[src/sv/acs_pkg.sv]
package acs_pkg;

	localparam int BEEP_TOTAL_DFLT = 10;
	localparam int BEEP_W = 4;
	localparam int STEP_W = 4;

	// command codes
	localparam logic [1:0] CMD_NEXT   = 2'd0;
	localparam logic [1:0] CMD_CHANGE = 2'd1;
	localparam logic [1:0] CMD_SAMPLE = 2'd2;
	localparam logic [1:0] CMD_TICK   = 2'd3;

	// view codes
	localparam logic [2:0] VIEW_CLOCK      = 3'd0;
	localparam logic [2:0] VIEW_MENU_TIME  = 3'd1;
	localparam logic [2:0] VIEW_MENU_ALARM = 3'd2;
	localparam logic [2:0] VIEW_EDIT_TIME  = 3'd3;
	localparam logic [2:0] VIEW_EDIT_ALARM = 3'd4;

	// menu steps
	localparam logic [STEP_W-1:0] STEP_CLOCK      = 4'd0;
	localparam logic [STEP_W-1:0] STEP_MODE       = 4'd1;
	localparam logic [STEP_W-1:0] STEP_FIRST      = 4'd2;
	localparam logic [STEP_W-1:0] STEP_T_SECONDS  = 4'd2;
	localparam logic [STEP_W-1:0] STEP_T_MINUTES  = 4'd3;
	localparam logic [STEP_W-1:0] STEP_T_HOURS    = 4'd4;
	localparam logic [STEP_W-1:0] STEP_T_DAY      = 4'd5;
	localparam logic [STEP_W-1:0] STEP_T_MONTH    = 4'd6;
	localparam logic [STEP_W-1:0] STEP_T_YEAR     = 4'd7;
	localparam logic [STEP_W-1:0] STEP_A_MINUTES  = 4'd2;
	localparam logic [STEP_W-1:0] STEP_A_HOURS    = 4'd3;
	localparam logic [STEP_W-1:0] STEP_A_ONOFF    = 4'd4;

	// field wraps
	localparam int MIN_WRAP   = 60;
	localparam int HOUR_WRAP  = 24;
	localparam int DAY_WRAP   = 31;
	localparam int MONTH_WRAP = 12;
	localparam int YEAR_WRAP  = 20;
	// floor(n / 20) = (n * 205) >> 12 for n <= 128
	localparam int YEAR_RECIP = 205;
	localparam int YEAR_SHIFT = 12;

	typedef struct packed {
		logic [1:0] command;
		logic [4:0] rtc_hours;
		logic [5:0] rtc_minutes;
		logic [5:0] rtc_seconds;
		logic [4:0] rtc_day;
		logic [3:0] rtc_month;
		logic [6:0] rtc_year;
		logic [2:0] rtc_weekday;
	} acs_req_t;

	typedef struct packed {
		logic [2:0] view;
		logic [2:0] cursor;
		logic [4:0] show_hours;
		logic [5:0] show_minutes;
		logic [5:0] show_seconds;
		logic [4:0] show_day;
		logic [3:0] show_month;
		logic [6:0] show_year;
		logic [2:0] show_weekday;
		logic       alarm_enabled;
		logic       rtc_write;
		logic       buzzer;
	} acs_rsp_t;

endpackage

[src/sv/acs_req_if.sv]
interface acs_req_if import acs_pkg::*; ();
	logic     valid;
	logic     ready;
	acs_req_t data;

	modport source (output valid, output data, input ready);
	modport sink (input valid, input data, output ready);
endinterface

[src/sv/acs_rsp_if.sv]
interface acs_rsp_if import acs_pkg::*; ();
	logic     valid;
	logic     ready;
	acs_rsp_t data;

	modport source (output valid, output data, input ready);
	modport sink (input valid, input data, output ready);
endinterface

[src/sv/alarm_clock_setting_controller_top.sv]
// Two-button clock setting controller with alarm. Each request on req carries one
// command (next press, change press, RTC sample, half-second beep tick) and produces
// exactly one result on rsp with the view, cursor, displayed fields, alarm setting,
// a one-shot rtc_write flag and the buzzer level. A request is registered; the
// controller state and the result are then updated together once the output register
// is free, and the result sits in that register. One request is taken every
// cycle as long as rsp is drained; a stalled result holds the input side after one
// more request has been buffered. BEEP_TOTAL sets the number of beeps per alarm (1..15).
module alarm_clock_setting_controller_top import acs_pkg::*; #(
	parameter int BEEP_TOTAL = BEEP_TOTAL_DFLT
) (
	input  logic clk,
	input  logic arst_n,
	acs_req_if.sink   req,
	acs_rsp_if.source rsp
);

	logic     valid_s1;
	acs_req_t data_s1;
	logic     rsp_valid_q;
	acs_rsp_t rsp_data_q;
	acs_rsp_t result;
	logic     advance;
	logic     fire;

	assign advance   = !rsp_valid_q || rsp.ready;
	assign fire      = valid_s1 && advance;
	assign req.ready = !valid_s1 || advance;

	always_ff @(posedge clk or negedge arst_n) begin
		if (!arst_n) begin
			valid_s1 <= 1'b0;
		end else if (req.ready) begin
			valid_s1 <= req.valid;
		end
	end

	always_ff @(posedge clk) begin
		if (req.ready && req.valid) begin
			data_s1 <= req.data;
		end
	end

	acs_core #(
		.BEEP_TOTAL(BEEP_TOTAL)
	) u_core (
		.clk    (clk),
		.arst_n (arst_n),
		.fire   (fire),
		.req    (data_s1),
		.rsp    (result)
	);

	always_ff @(posedge clk or negedge arst_n) begin
		if (!arst_n) begin
			rsp_valid_q <= 1'b0;
		end else if (fire) begin
			rsp_valid_q <= 1'b1;
		end else if (rsp.ready) begin
			rsp_valid_q <= 1'b0;
		end
	end

	always_ff @(posedge clk) begin
		if (fire) begin
			rsp_data_q <= result;
		end
	end

	assign rsp.valid = rsp_valid_q;
	assign rsp.data  = rsp_data_q;

endmodule

[src/sv/acs_core.sv]
module acs_core import acs_pkg::*; #(
	parameter int BEEP_TOTAL = BEEP_TOTAL_DFLT
) (
	input  logic     clk,
	input  logic     arst_n,
	input  logic     fire,
	input  acs_req_t req,
	output acs_rsp_t rsp
);

	localparam logic [BEEP_W-1:0] BEEP_END = BEEP_W'(BEEP_TOTAL);

	logic [STEP_W-1:0] step_q, step_d;
	logic              mode_q, mode_d;
	logic [4:0]        hours_q, hours_d;
	logic [5:0]        minutes_q, minutes_d;
	logic [5:0]        seconds_q, seconds_d;
	logic [4:0]        day_q, day_d;
	logic [3:0]        month_q, month_d;
	logic [6:0]        year_q, year_d;
	logic [2:0]        weekday_q, weekday_d;
	logic [4:0]        al_hours_q, al_hours_d;
	logic [5:0]        al_minutes_q, al_minutes_d;
	logic              al_on_q, al_on_d;
	logic [BEEP_W-1:0] beep_cnt_q, beep_cnt_d;
	logic              beep_ph_q, beep_ph_d;

	logic              beeping, beeping_d, write_d;
	logic [STEP_W-1:0] step_inc;
	logic [6:0]        min_inc, al_min_inc;
	logic [5:0]        hour_inc, al_hour_inc, day_inc;
	logic [4:0]        month_inc;
	logic [7:0]        yr_inc, yr_rem;
	logic [14:0]       yr_prod;
	logic [2:0]        yr_quo;
	logic [2:0]        view_d;
	logic              alarm_edit;

	assign beeping  = beep_cnt_q < BEEP_END;
	assign step_inc = step_q + STEP_W'(1);

	// one compare-subtract per wrap: value + 1 stays below twice the modulus
	assign min_inc     = {1'b0, minutes_q} + 7'd1;
	assign al_min_inc  = {1'b0, al_minutes_q} + 7'd1;
	assign hour_inc    = {1'b0, hours_q} + 6'd1;
	assign al_hour_inc = {1'b0, al_hours_q} + 6'd1;
	assign day_inc     = {1'b0, day_q} + 6'd1;
	assign month_inc   = {1'b0, month_q} + 5'd1;

	// year + 1 can reach 128, so divide by reciprocal
	assign yr_inc  = {1'b0, year_q} + 8'd1;
	assign yr_prod = 15'(yr_inc) * 15'(YEAR_RECIP);
	assign yr_quo  = yr_prod[14:YEAR_SHIFT];
	// quotient * 20 = quotient * 16 + quotient * 4
	assign yr_rem  = yr_inc - ({1'b0, yr_quo, 4'b0} + {3'b0, yr_quo, 2'b0});

	always_comb begin
		step_d       = step_q;
		mode_d       = mode_q;
		hours_d      = hours_q;
		minutes_d    = minutes_q;
		seconds_d    = seconds_q;
		day_d        = day_q;
		month_d      = month_q;
		year_d       = year_q;
		weekday_d    = weekday_q;
		al_hours_d   = al_hours_q;
		al_minutes_d = al_minutes_q;
		al_on_d      = al_on_q;
		beep_cnt_d   = beep_cnt_q;
		beep_ph_d    = beep_ph_q;
		write_d      = 1'b0;

		case (req.command)
			CMD_NEXT: begin
				if (beeping) begin
					beep_cnt_d = BEEP_END;
					beep_ph_d  = 1'b0;
				end else if (!mode_q && step_inc > STEP_T_YEAR) begin
					step_d  = STEP_CLOCK;
					mode_d  = 1'b0;
					write_d = 1'b1;
				end else if (mode_q && step_inc > STEP_A_ONOFF) begin
					step_d = STEP_CLOCK;
					mode_d = 1'b0;
				end else begin
					step_d = step_inc;
				end
			end
			CMD_CHANGE: begin
				if (step_q == STEP_MODE && !beeping) begin
					mode_d = ~mode_q;
				end else if (step_q != STEP_CLOCK && !beeping && !mode_q) begin
					case (step_q)
						STEP_T_SECONDS: seconds_d = 6'd0;
						STEP_T_MINUTES: minutes_d = (min_inc >= 7'(MIN_WRAP))
							? 6'(min_inc - 7'(MIN_WRAP)) : min_inc[5:0];
						STEP_T_HOURS: hours_d = (hour_inc >= 6'(HOUR_WRAP))
							? 5'(hour_inc - 6'(HOUR_WRAP)) : hour_inc[4:0];
						STEP_T_DAY: day_d = (day_inc >= 6'(DAY_WRAP))
							? 5'(day_inc - 6'(DAY_WRAP)) : day_inc[4:0];
						STEP_T_MONTH: month_d = (month_inc >= 5'(MONTH_WRAP))
							? 4'(month_inc - 5'(MONTH_WRAP)) : month_inc[3:0];
						STEP_T_YEAR: year_d = yr_rem[6:0];
						default: ;
					endcase
				end else if (step_q != STEP_CLOCK && !beeping) begin
					case (step_q)
						STEP_A_MINUTES: al_minutes_d = (al_min_inc >= 7'(MIN_WRAP))
							? 6'(al_min_inc - 7'(MIN_WRAP)) : al_min_inc[5:0];
						STEP_A_HOURS: al_hours_d = (al_hour_inc >= 6'(HOUR_WRAP))
							? 5'(al_hour_inc - 6'(HOUR_WRAP)) : al_hour_inc[4:0];
						STEP_A_ONOFF: al_on_d = ~al_on_q;
						default: ;
					endcase
				end
			end
			CMD_SAMPLE: begin
				if (step_q == STEP_CLOCK && !beeping) begin
					hours_d   = req.rtc_hours;
					minutes_d = req.rtc_minutes;
					seconds_d = req.rtc_seconds;
					day_d     = req.rtc_day;
					month_d   = req.rtc_month;
					year_d    = req.rtc_year;
					weekday_d = req.rtc_weekday;
					if (req.rtc_hours == al_hours_q && req.rtc_minutes == al_minutes_q &&
						req.rtc_seconds == 6'd0 && al_on_q) begin
						beep_cnt_d = '0;
						beep_ph_d  = 1'b0;
					end
				end
			end
			CMD_TICK: begin
				if (beeping) begin
					if (!beep_ph_q) begin
						beep_ph_d = 1'b1;
					end else begin
						beep_ph_d  = 1'b0;
						beep_cnt_d = beep_cnt_q + BEEP_W'(1);
					end
				end
			end
			default: ;
		endcase
	end

	// result is formed from the updated state
	always_comb begin
		if (step_d == STEP_CLOCK) begin
			view_d = VIEW_CLOCK;
		end else if (step_d == STEP_MODE) begin
			view_d = mode_d ? VIEW_MENU_ALARM : VIEW_MENU_TIME;
		end else begin
			view_d = mode_d ? VIEW_EDIT_ALARM : VIEW_EDIT_TIME;
		end
	end

	assign alarm_edit = (view_d == VIEW_EDIT_ALARM);
	assign beeping_d  = beep_cnt_d < BEEP_END;

	assign rsp.view          = view_d;
	assign rsp.cursor        = (step_d >= STEP_FIRST) ? 3'(step_d - STEP_FIRST) : 3'd0;
	assign rsp.show_hours    = alarm_edit ? al_hours_d : hours_d;
	assign rsp.show_minutes  = alarm_edit ? al_minutes_d : minutes_d;
	assign rsp.show_seconds  = seconds_d;
	assign rsp.show_day      = day_d;
	assign rsp.show_month    = month_d;
	assign rsp.show_year     = year_d;
	assign rsp.show_weekday  = weekday_d;
	assign rsp.alarm_enabled = al_on_d;
	assign rsp.rtc_write     = write_d;
	assign rsp.buzzer        = beeping_d && !beep_ph_d;

	always_ff @(posedge clk or negedge arst_n) begin
		if (!arst_n) begin
			step_q       <= STEP_CLOCK;
			mode_q       <= 1'b0;
			hours_q      <= '0;
			minutes_q    <= '0;
			seconds_q    <= '0;
			day_q        <= '0;
			month_q      <= '0;
			year_q       <= '0;
			weekday_q    <= '0;
			al_hours_q   <= '0;
			al_minutes_q <= '0;
			al_on_q      <= 1'b0;
			beep_cnt_q   <= BEEP_END;
			beep_ph_q    <= 1'b0;
		end else if (fire) begin
			step_q       <= step_d;
			mode_q       <= mode_d;
			hours_q      <= hours_d;
			minutes_q    <= minutes_d;
			seconds_q    <= seconds_d;
			day_q        <= day_d;
			month_q      <= month_d;
			year_q       <= year_d;
			weekday_q    <= weekday_d;
			al_hours_q   <= al_hours_d;
			al_minutes_q <= al_minutes_d;
			al_on_q      <= al_on_d;
			beep_cnt_q   <= beep_cnt_d;
			beep_ph_q    <= beep_ph_d;
		end
	end

endmodule

[src/flat_wrapper.sv]
// flat-port wrapper written by rule: the top's interface ports become plain ports
module alarm_clock_setting_controller_top_flat import acs_pkg::*;
#(
	parameter int BEEP_TOTAL = BEEP_TOTAL_DFLT
)
  (clk, arst_n, req_valid, req_data, req_ready, rsp_valid, rsp_data, rsp_ready);
  acs_req_if req_i ();
  acs_rsp_if rsp_i ();
  input  logic clk;
  input  logic arst_n;
  input wire logic [$bits(req_i.valid)-1:0] req_valid;
  input wire logic [$bits(req_i.data)-1:0] req_data;
  output wire logic [$bits(req_i.ready)-1:0] req_ready;
  output wire logic [$bits(rsp_i.valid)-1:0] rsp_valid;
  output wire logic [$bits(rsp_i.data)-1:0] rsp_data;
  input wire logic [$bits(rsp_i.ready)-1:0] rsp_ready;
  assign req_i.valid = req_valid;
  assign req_i.data = req_data;
  assign req_ready = req_i.ready;
  assign rsp_valid = rsp_i.valid;
  assign rsp_data = rsp_i.data;
  assign rsp_i.ready = rsp_ready;
  alarm_clock_setting_controller_top #(.BEEP_TOTAL(BEEP_TOTAL)) u_core (.clk(clk), .arst_n(arst_n), .req(req_i), .rsp(rsp_i));
endmodule
[config.mk]
export PLATFORM = sky130hd
export DESIGN_NAME = alarm_clock_setting_controller_top_flat
export DESIGN_NICKNAME = d
export VERILOG_FILES = /design/src/sv/acs_pkg.sv /design/src/sv/acs_req_if.sv /design/src/sv/acs_rsp_if.sv /design/src/sv/alarm_clock_setting_controller_top.sv /design/src/sv/acs_core.sv /design/src/flat_wrapper.sv
export SDC_FILE = /design/constraint.sdc
export NUM_CORES = 1
export LEC_CHECK = 0
export ABC_AREA = 1
export ABC_CLOCK_PERIOD_IN_PS = 15000
export BUFFER_PORTS_ARGS = -buffer_cell sky130_fd_sc_hd__buf_4
export CORE_ASPECT_RATIO = 1.2
export CORE_MARGIN = 4
export CORE_UTILIZATION = 55
export CTS_BUF_LIST = sky130_fd_sc_hd__clkbuf_16
export DETAILED_ROUTE_END_ITERATION = 7
export HOLD_SLACK_MARGIN = 0.06
export PLACE_DENSITY = 0.75
export SYNTH_ARGS = -nofsm -noshare
export SYNTH_HDL_FRONTEND = slang
export SYNTH_SLANG_ARGS = --single-unit
[constraint.sdc]
create_clock -name clk -period 15 [get_ports clk]
set_input_delay 3 -clock clk [delete_from_list [all_inputs] [get_ports clk]]
set_output_delay 3 -clock clk [all_outputs]
set_load 0.01 [all_outputs]
==> results.sh, run 1 <==
export IMPL_final_cells=1413
export IMPL_ys_seq_elements=143
export IMPL_rows=51
export IMPL_slew_headroom_pct=40.7
export IMPL_cts_htree_levels=4
export IMPL_maxCapViolCount=0
export IMPL_core_area_sq_um=16300
export IMPL_synth_nets=1223
export IMPL_cts_num_sinks=143
export IMPL_worst_pin_slew_ps=890
export IMPL_synth_top_area_share_pct=27.0
export IMPL_grt_max_degree=84
export IMPL_crit_family="adder cells"
export IMPL_reg2reg_from="u_core.u_core.year_q[0]"
export IMPL_power_density_nw_per_um2=170
export IMPL_yosys_cell_count_top_type="nand2_1"
export IMPL_cp_max_fo=7
export IMPL_dpl_cell_area_sq_um=10100
export IMPL_period_share_pct=43.3
export IMPL_slew_violations=0
export IMPL_hp_class="reg2reg"
export IMPL_finalHoldViolations=0
export IMPL_ios=89
export IMPL_place_port_buffers=88
export IMPL_fin_skew_ps=9.22
export IMPL_seq_area_frac_synth_pct=43.3
export IMPL_numCtsBuffers=17
export IMPL_p_total_mw=1.81
export IMPL_drc_errors=0
export IMPL_worstSetupPathType="reg2reg"
export IMPL_irDropWorstVdd_mv=0.0957
export IMPL_antenna_found_initial=0
export IMPL_required_ps=15160
export IMPL_vias=7668
export IMPL_place_hpwl_mm=16.1
export IMPL_crit_buf_inv=8
export IMPL_cts_setup_buffers=0
export IMPL_dieHeight_um=150
export IMPL_outcome="completed"
export IMPL_crit_path_start_kind="flop"
export IMPL_drt_wirelength_per_cell_um=15.9
export IMPL_fin_crit_ps=6500
export IMPL_initial_utilization_pct=56.5
export IMPL_final_cell_area_sq_um=10700
export IMPL_crit_top_cell="nand2_1"
export IMPL_synthArstFlopShare_pct=42.0
export IMPL_yosysTopAreaCell="edfxtp_1"
export IMPL_diodes=0
export IMPL_critPathCaptureType="flop"
export IMPL_postCtsResizedCells=0
export IMPL_grt_pass1_vias=7579
export IMPL_synth_edf_count=83
export IMPL_cpPeakStageDelay_ps=530
export IMPL_hold_buffers=0
export IMPL_synth_flop_cell="edfxtp_1"
export IMPL_crit_start="u_core.u_core.year_q[0]"
export IMPL_cpMaxStageDelayCell="fa_1"
export IMPL_worstPathArrival_ps=6660
export IMPL_max_freq_mhz=154
export IMPL_synthTopCellsByArea="edfxtp_1 27%, dfrtp_1 16%, nand2_1 12%"
export IMPL_fin_tns_setup_ps=0
export IMPL_synth_warnings=0
export IMPL_drt_iter0_markers=508
export IMPL_final_core_util_pct=65.5
export IMPL_die_w_um=126
export IMPL_grt_usage_pct=24.4
export IMPL_syn_area_sq_um=9240
export IMPL_power_leakage_nw=5.06
export IMPL_gp_congestion=0.933
export IMPL_path_clk_slew_ps=60
export IMPL_wl_mm=22.5
export IMPL_ant_nets=0
export IMPL_nets=1310
export IMPL_rsz0062_at_grt="no"
export IMPL_dpl_cell_count=1382
export IMPL_cts_root_buf="clkbuf_16"
export IMPL_hp_start="u_core.u_core.beep_cnt_q[3]"
export IMPL_cts_tree="done"
export IMPL_vias_per_cell=5.43
export IMPL_overflow=0
export IMPL_grt_first_pass_wirelength_mm=36.9
export IMPL_setup_viol=0
export IMPL_synth_common_cells="303 x nand2_1, 142 x inv_1, 92 x o21ai_0, 83 x edfxtp_1, 68 x nand3_1"
export IMPL_cts_path_max_buffers=2
export IMPL_clkLatencyLatePin_ps=420
export IMPL_area_growth_pct=15.8
export IMPL_die_area_sq_um=18900
export IMPL_synth_cells=1102
export IMPL_firstDrtPassIters=6
export IMPL_yosys_cell_types_count=49
export IMPL_avgSynthCellArea_sq_um=8.38
export IMPL_final_layout_size_suffix_gt1_share_pct=13.7
registers in the layout, summed over array words and instances, names as in the netlist, 3 cells and up:
name / flops
u_core.rsp.data: 45
u_core.u_core.month_q: 4
u_core.data_s1: 38
u_core.u_core.beep_cnt_q: 4
u_core.u_core.al_hours_q: 5
u_core.u_core.step_q: 4
u_core.u_core.hours_q: 5
u_core.u_core.seconds_q: 6
u_core.u_core.al_minutes_q: 6
u_core.u_core.minutes_q: 6
u_core.u_core.weekday_q: 3
u_core.u_core.day_q: 5
u_core.u_core.year_q: 7
metrics by stage:
stage	hold WS [ps]	worst slack, ps
detailed placement	532	8570
global route	565	7820
global placement	521	8590
floorplan	493	8820
finish	540	8500
CTS	539	8550
final cells by class:
cell class | count | area [sq um]
Fill cell | 1384 | 5640
Inverter | 149 | 564
Tap cell | 212 | 265
Multi-Input combinational cell | 785 | 4570
Clock buffer | 17 | 425
Clock inverter | 14 | 181
Timing Repair Buffer | 93 | 698
Sequential cell | 143 | 4000
worst min-delay path: stages, from the launching register on:
cell	delay, ps
dfstp_2	400
nor2_1	100
a31oi_1	40
logic make-up after synthesis:
family,after synthesis,share of synthesized area (%)
flip-flops,143,43.3
adder cells (fa/ha/maj),79,11.7
AO/OA/AOI/OAI,174,10.7
XOR/XNOR,42,4.06
multiplexers,1,0.122
AND/OR/NAND/NOR,489,22.9
buffers and inverters,174,7.27
where the power goes:
part           internal (mW)  switching, mW
Combinational          0.296          0.489
Sequential             0.514         0.0797
Clock                  0.264          0.173
Total                   1.07          0.742
per-layer routing:
| metal | GRT usage [%] | vias up | share of wire [%] |
|---|---|---|---|
| li1 | - | 3816 | - |
| met1 | 29.1 | 3596 | 41 |
| met2 | 44.2 | 203 | 52 |
| met3 | 3.57 | 53 | 3.5 |
| met4 | 10.2 | 0 | 3.3 |
| met5 | 0 | - | 0 |
worst paths after layout:
check	end	slack (ps)	cells after the start
worst max-delay path	u_core.rsp.data[12]	8500	36
worst min-delay path	u_core.u_core.beep_cnt_q[3]	540	2
worst max register to register	u_core.rsp.data[12]	8500	36
worst min register to register	u_core.u_core.beep_cnt_q[3]	540	2
max in group asynchronous	u_core.u_core.day_q[2]	11760	1
min in group asynchronous	u_core.u_core.al_hours_q[3]	2690	1
cells in the final DEF, fill, tap and decap left out, drive strengths merged, types with 3 or more instances in the layout:
cell    count
xnor2      14
a21oi      33
clkinv      4
buf        93
inv       154
or2         3
clkbuf     17
nand3b      4
o22ai       6
xor2       28
nor3        7
a31oi       7
nand3      69
a221oi      6
ha         67
dfrtp      58
a211oi      3
a22oi       4
nand4      16
nor2       77
edfxtp     83
nand2     313
fa         12
bufinv      3
o21ai     105
No activity file was read; power rests on OpenSTA's default activity.
==> run 2: changes to the inputs <==
Settings changed: ABC_CLOCK_PERIOD_IN_PS 15000 to 5400, PLACE_DENSITY 0.75 to 0.78.
Clock period 15 ns to 5.4 ns, I/O delays scaled along.
==> run 2 against run 1 <==
Compared with the run above:
- the run now ends with negative setup slack left
- sequential share of layout area decreased by 1.4 points
- register-to-register slack got worse by 8900 ps
- via count increased by 3.2%
- global-route usage increased by 0.66 points
- utilization increased by 2.6 points
- die area unchanged
- critical path type unchanged
- critical endpoint unchanged
- largest cell class unchanged
==> results.sh, run 2 (synthesized netlist as in run 1, its figures left out) <==
export IMPL_maxCapViolCount=0
export IMPL_final_core_util_pct=68.1
export IMPL_rsz0062_at_grt="yes"
export IMPL_cts_num_sinks=143
export IMPL_gp_congestion=0.921
export IMPL_crit_path_start_kind="flop"
export IMPL_area_growth_pct=20.5
export IMPL_hold_depth=2
export IMPL_slew_violations=0
export IMPL_drt_wirelength_per_cell_um=16.2
export IMPL_final_common_cell="nand2_1"
export IMPL_power_density_nw_per_um2=495
export IMPL_path_clk_slew_ps=60
export IMPL_r2r_end="u_core.rsp.data[12]"
export IMPL_die_area_sq_um=18900
export IMPL_grt_first_pass_wirelength_mm=37.8
export IMPL_vias_per_cell=5.43
export IMPL_cts_root_buf="clkbuf_16"
export IMPL_required_ps=5560
export IMPL_grt_pass1_vias=7946
export IMPL_place_port_buffers=88
export IMPL_power_leakage_nw=5.29
export IMPL_fin_crit_ps=5790
export IMPL_clkLatencyLatePin_ps=420
export IMPL_worstPathArrival_ps=5950
export IMPL_setup_viol=6
export IMPL_worst_pin_slew_ps=859
export IMPL_crit_family="adder cells"
export IMPL_dpl_cell_count=1417
export IMPL_initial_utilization_pct=56.5
export IMPL_nets=1354
export IMPL_final_cell_mix="296 x nand2_1, 135 x inv_1, 135 x buf_4, 85 x o21ai_0, 83 x edfxtp_1"
export IMPL_crit_buf_inv=8
export IMPL_cts_tree="done"
export IMPL_holdWs_ps=536
export IMPL_dp_slack_ps=-300
export IMPL_violations="negative setup slack"
export IMPL_slew_headroom_pct=42.7
export IMPL_reg2reg_from="u_core.u_core.year_q[1]"
export IMPL_hp_class="reg2reg"
export IMPL_cpPeakStageDelay_ps=550
export IMPL_place_hpwl_mm=16.9
export IMPL_rows=51
export IMPL_grt_usage_pct=25.1
export IMPL_worstSetupPathType="reg2reg"
export IMPL_final_layout_size_suffix_gt1_share_pct=19.4
export IMPL_period_share_pct=107
export IMPL_diodes=0
export IMPL_antenna_found_initial=0
export IMPL_firstDrtPassIters=5
export IMPL_cp_max_fo=3
export IMPL_irDropWorstVdd_mv=0.259
export IMPL_drt_iter0_markers=558
export IMPL_cts_path_max_buffers=2
export IMPL_critPathCaptureType="flop"
export IMPL_outcome="finished, violations left"
export IMPL_max_freq_mhz=173
export IMPL_vias=7915
export IMPL_die_w_um=126
export IMPL_wl_mm=23.6
export IMPL_cpMaxStageDelayCell="fa_1"
export IMPL_numCtsBuffers=17
export IMPL_fin_ws_ps=-389
export IMPL_largest_reg_flops=45
export IMPL_ios=89
export IMPL_drc_errors=0
export IMPL_rrSetupSlack_ps=-390
export IMPL_hp_start="u_core.u_core.weekday_q[1]"
export IMPL_r2r_cells=33
export IMPL_overflow=0
export IMPL_finalHoldViolations=0
export IMPL_fin_tns_setup_ps=-1920
export IMPL_fin_skew_ps=6.49
export IMPL_final_cells=1458
export IMPL_crit_top_cell="nand2_1"
export IMPL_cts_htree_levels=4
export IMPL_min_to="u_core.u_core.weekday_q[1]"
export IMPL_dieHeight_um=150
export IMPL_core_area_sq_um=16300
export IMPL_grt_max_degree=73
export IMPL_ant_nets=0
[run 2: changes by cell type in the layout (fill, tap and decap cells not counted), sizes merged]
cell,previous run,this run
buf,93,137
bufinv,3,1
clkinv,4,9
inv,154,152
[run 2: routing by layer]
metal,vias to the layer above,global-route usage [%],wire length (um)
met5,-,0,0
met4,0,11.2,867
met3,59,4.18,932
met2,239,47.5,12700
met1,3733,27.3,9050
li1,3884,-,-
[run 2: how the worst max path moves through the flow]
stage	start	end	slack, ps	cells after the start
6_report	u_core.u_core.year_q[1]	u_core.rsp.data[12]	-390	33
5_1_grt	u_core.u_core.year_q[0]	u_core.u_core.year_q[6]	-720	38
4_1_cts	u_core.u_core.year_q[1]	u_core.rsp.data[12]	-260	36
3_5_place_dp	u_core.u_core.year_q[1]	u_core.rsp.data[12]	-300	35
3_3_place_gp	u_core.u_core.year_q[0]	u_core.rsp.data[12]	-180	34
2_1_floorplan	u_core.u_core.year_q[2]	u_core.rsp.data[12]	-70	36
[run 2: worst min-delay path: stages (launching register included)]
cell and delay (ps):
dfrtp_1 360, inv_1 60, o21ai_0 80
[run 2: per-stage QoR]
step	cell area, sq um	power [mW]
6_report	11100	5.51
5_1_grt	11100	5.94
4_1_cts	11000	5.33
3_5_place_dp	10400	4.10
3_3_place_gp	10400	4.02
2_1_floorplan	9310	3.30
[run 2: final cells by class]
cell class | count | area [sq um]
fill | 1333 | 5210
multi-input combinational | 785 | 4720
sequential | 143 | 4000
timing repair buffer | 137 | 1040
inverter | 149 | 564
clock buffer | 17 | 425
tap | 212 | 265
clock inverter | 15 | 109
[run 2: power by group]
part	switching (mW)	internal, mW	total [mW]
clock network	0.442	0.621	1.06
registers	0.222	1.43	1.65
logic	1.60	1.19	2.80
[run 2: what timing repair did]
item,CTS,global route
setup buffers,4,5
cloned,0,0
pin swaps,6,13
setup endpoints to repair,6,8
resized for setup,13,17
hold buffers,0,0
==> run 3: changes to the inputs <==
Settings changed: PLACE_DENSITY 0.78 to 0.89.
==> run 3 against run 2 <==
Compared with the run above:
- the run still ends with negative setup slack left
- clock power increased by 5%
- count of clock-buffer cells in the layout stayed put
- sequential share of layout area is 0.57 points lower
- final cell count rose by 0.69%
- utilization rose by 1.1 points
- design area is 1.7% higher
- sequential cell count unchanged
- register-to-register slack gained 20 ps
- sequential power about the same
- die area did not move
- worst setup slack better by 15 ps
- largest power group unchanged
- highest routed layer unchanged
==> results.sh, run 3 (synthesized netlist as in run 1, its figures left out) <==
export IMPL_outcome="finished, violations left"
export IMPL_violations="negative setup slack"
export IMPL_clkLatencyLatePin_ps=430
export IMPL_rsz0062_at_grt="yes"
export IMPL_maxCapViolCount=0
export IMPL_final_cells=1468
export IMPL_grt_first_pass_wirelength_mm=39.7
export IMPL_reg2reg_from="u_core.u_core.year_q[1]"
export IMPL_drt_wirelength_per_cell_um=16.8
export IMPL_final_cell_area_sq_um=11300
export IMPL_dp_slack_ps=-319
export IMPL_nets=1364
export IMPL_worstPathArrival_ps=5940
export IMPL_hp_start="u_core.rsp.valid"
export IMPL_r2r_cells=31
export IMPL_p_sw_mw=2.43
export IMPL_required_ps=5570
export IMPL_p_int_mw=3.35
export IMPL_p_comb_share_pct=52.0
export IMPL_gp_congestion=0.947
export IMPL_drc_errors=0
export IMPL_place_port_buffers=88
export IMPL_slew_violations=0
export IMPL_worstSetupPathType="reg2reg"
export IMPL_hp_class="reg2reg"
export IMPL_vias_per_cell=5.71
export IMPL_hold_depth=2
export IMPL_final_common_cell="nand2_1"
export IMPL_p_clk_share_pct=19.2
export IMPL_crit_path_start_kind="flop"
export IMPL_power_density_nw_per_um2=510
export IMPL_initial_utilization_pct=56.5
export IMPL_crit_top_cell="nand2_2"
export IMPL_holdWs_ps=533
export IMPL_diodes=0
export IMPL_rrSetupSlack_ps=-370
export IMPL_final_layout_size_suffix_gt1_share_pct=21.5
export IMPL_fin_skew_ps=12.3
export IMPL_fin_crit_ps=5770
export IMPL_setup_viol=6
export IMPL_cts_path_max_buffers=2
export IMPL_largest_reg_flops=45
export IMPL_grt_max_degree=66
export IMPL_path_clk_slew_ps=60
export IMPL_cts_tree="done"
export IMPL_cpMaxStageDelayCell="fa_1"
export IMPL_critPathCaptureType="flop"
export IMPL_die_area_sq_um=18900
export IMPL_cts_htree_levels=4
export IMPL_irDropWorstVdd_mv=0.270
export IMPL_grt_usage_pct=26.1
export IMPL_cpPeakStageDelay_ps=550
export IMPL_firstDrtPassIters=6
export IMPL_power_leakage_nw=5.34
export IMPL_wl_mm=24.7
export IMPL_dpl_cell_area_sq_um=10500
export IMPL_min_to="u_core.rsp.valid"
export IMPL_drt_iter0_markers=577
export IMPL_vias=8375
export IMPL_rows=51
export IMPL_final_core_util_pct=69.3
export IMPL_period_share_pct=107
export IMPL_hold_buffers=0
export IMPL_max_freq_mhz=173
export IMPL_worst_pin_slew_ps=836
export IMPL_ios=89
export IMPL_area_growth_pct=22.5
export IMPL_final_cell_mix="291 x nand2_1, 145 x buf_4, 133 x inv_1, 84 x o21ai_0, 83 x edfxtp_1"
export IMPL_ant_nets=0
export IMPL_numCtsBuffers=17
export IMPL_core_area_sq_um=16300
export IMPL_cts_root_buf="clkbuf_16"
export IMPL_cp_max_fo=3
export IMPL_r2r_end="u_core.rsp.data[12]"
export IMPL_antenna_found_initial=0
export IMPL_overflow=0
export IMPL_die_w_um=126
export IMPL_slew_headroom_pct=44.3
export IMPL_fin_tns_setup_ps=-1510
export IMPL_place_hpwl_mm=16.8
export IMPL_p_total_mw=5.77
export IMPL_cts_num_sinks=143
export IMPL_crit_start="u_core.u_core.year_q[1]"
export IMPL_finalHoldViolations=0
export IMPL_grt_pass1_vias=8315
export IMPL_fin_ws_ps=-374
export IMPL_dieHeight_um=150
export IMPL_p_sw_share_pct=42.0
export IMPL_pwr_share_seq_pct=28.7
export IMPL_dpl_cell_count=1425
run 3: cell types whose count changed in the layout (fill, tap and decap cells not counted), sizes merged:
cell and delta:
buf +10, clkinv -5, clkinvlp +1, inv +4
run 3: power by group through the flow:
stage	registers (mW)	logic (mW)	clock network (mW)
finish	1.66	3.00	1.11
global route	1.68	3.32	1.16
CTS	1.65	2.73	1.11
detailed placement	1.66	2.47	0
global placement	1.65	2.37	0
floorplan	1.64	1.66	0
run 3: area by class of cell:
class,count,area (sq um)
Sequential cell,143,4000
Fill cell,1153,5020
Timing Repair Buffer,147,1120
Clock inverter,15,131
Inverter,149,564
Tap cell,212,265
Multi-Input combinational cell,785,4810
Clock buffer,17,425
run 3: how the worst max path moves through the flow:
| stage | end | depth (start not counted) |
|---|---|---|
| floorplan | u_core.rsp.data[12] | 36 |
| detailed placement | u_core.rsp.data[12] | 34 |
| CTS | u_core.rsp.data[12] | 36 |
| global route | u_core.rsp.data[12] | 35 |
| global placement | u_core.rsp.data[12] | 34 |
| finish | u_core.rsp.data[12] | 31 |
run 3: critical path: cells and delay by family, from the launching register on:
kind                     cells  cell delay, ps
adder cells (fa/ha/maj)      7            2770
AND/OR/NAND/NOR             14            1210
AO/OA/AOI/OAI                3             410
flip-flops                   1             400
buffers and inverters        5             400
XOR/XNOR                     2             350
run 3: metal layers:
layer  part of all wire, %  GRT usage, %  vias to the layer above
met5                     0             0                        -
met4                   4.2          14.2                        0
met3                   6.3          3.71                      101
met2                    53          47.5                      425
met1                    36          29.5                     3928
li1                      -             -                     3921
run 3: what timing repair did:
item	CTS	global route
pin swaps	5	11
gates resized for setup	21	27
setup endpoints to repair	6	8
setup buffers	7	6
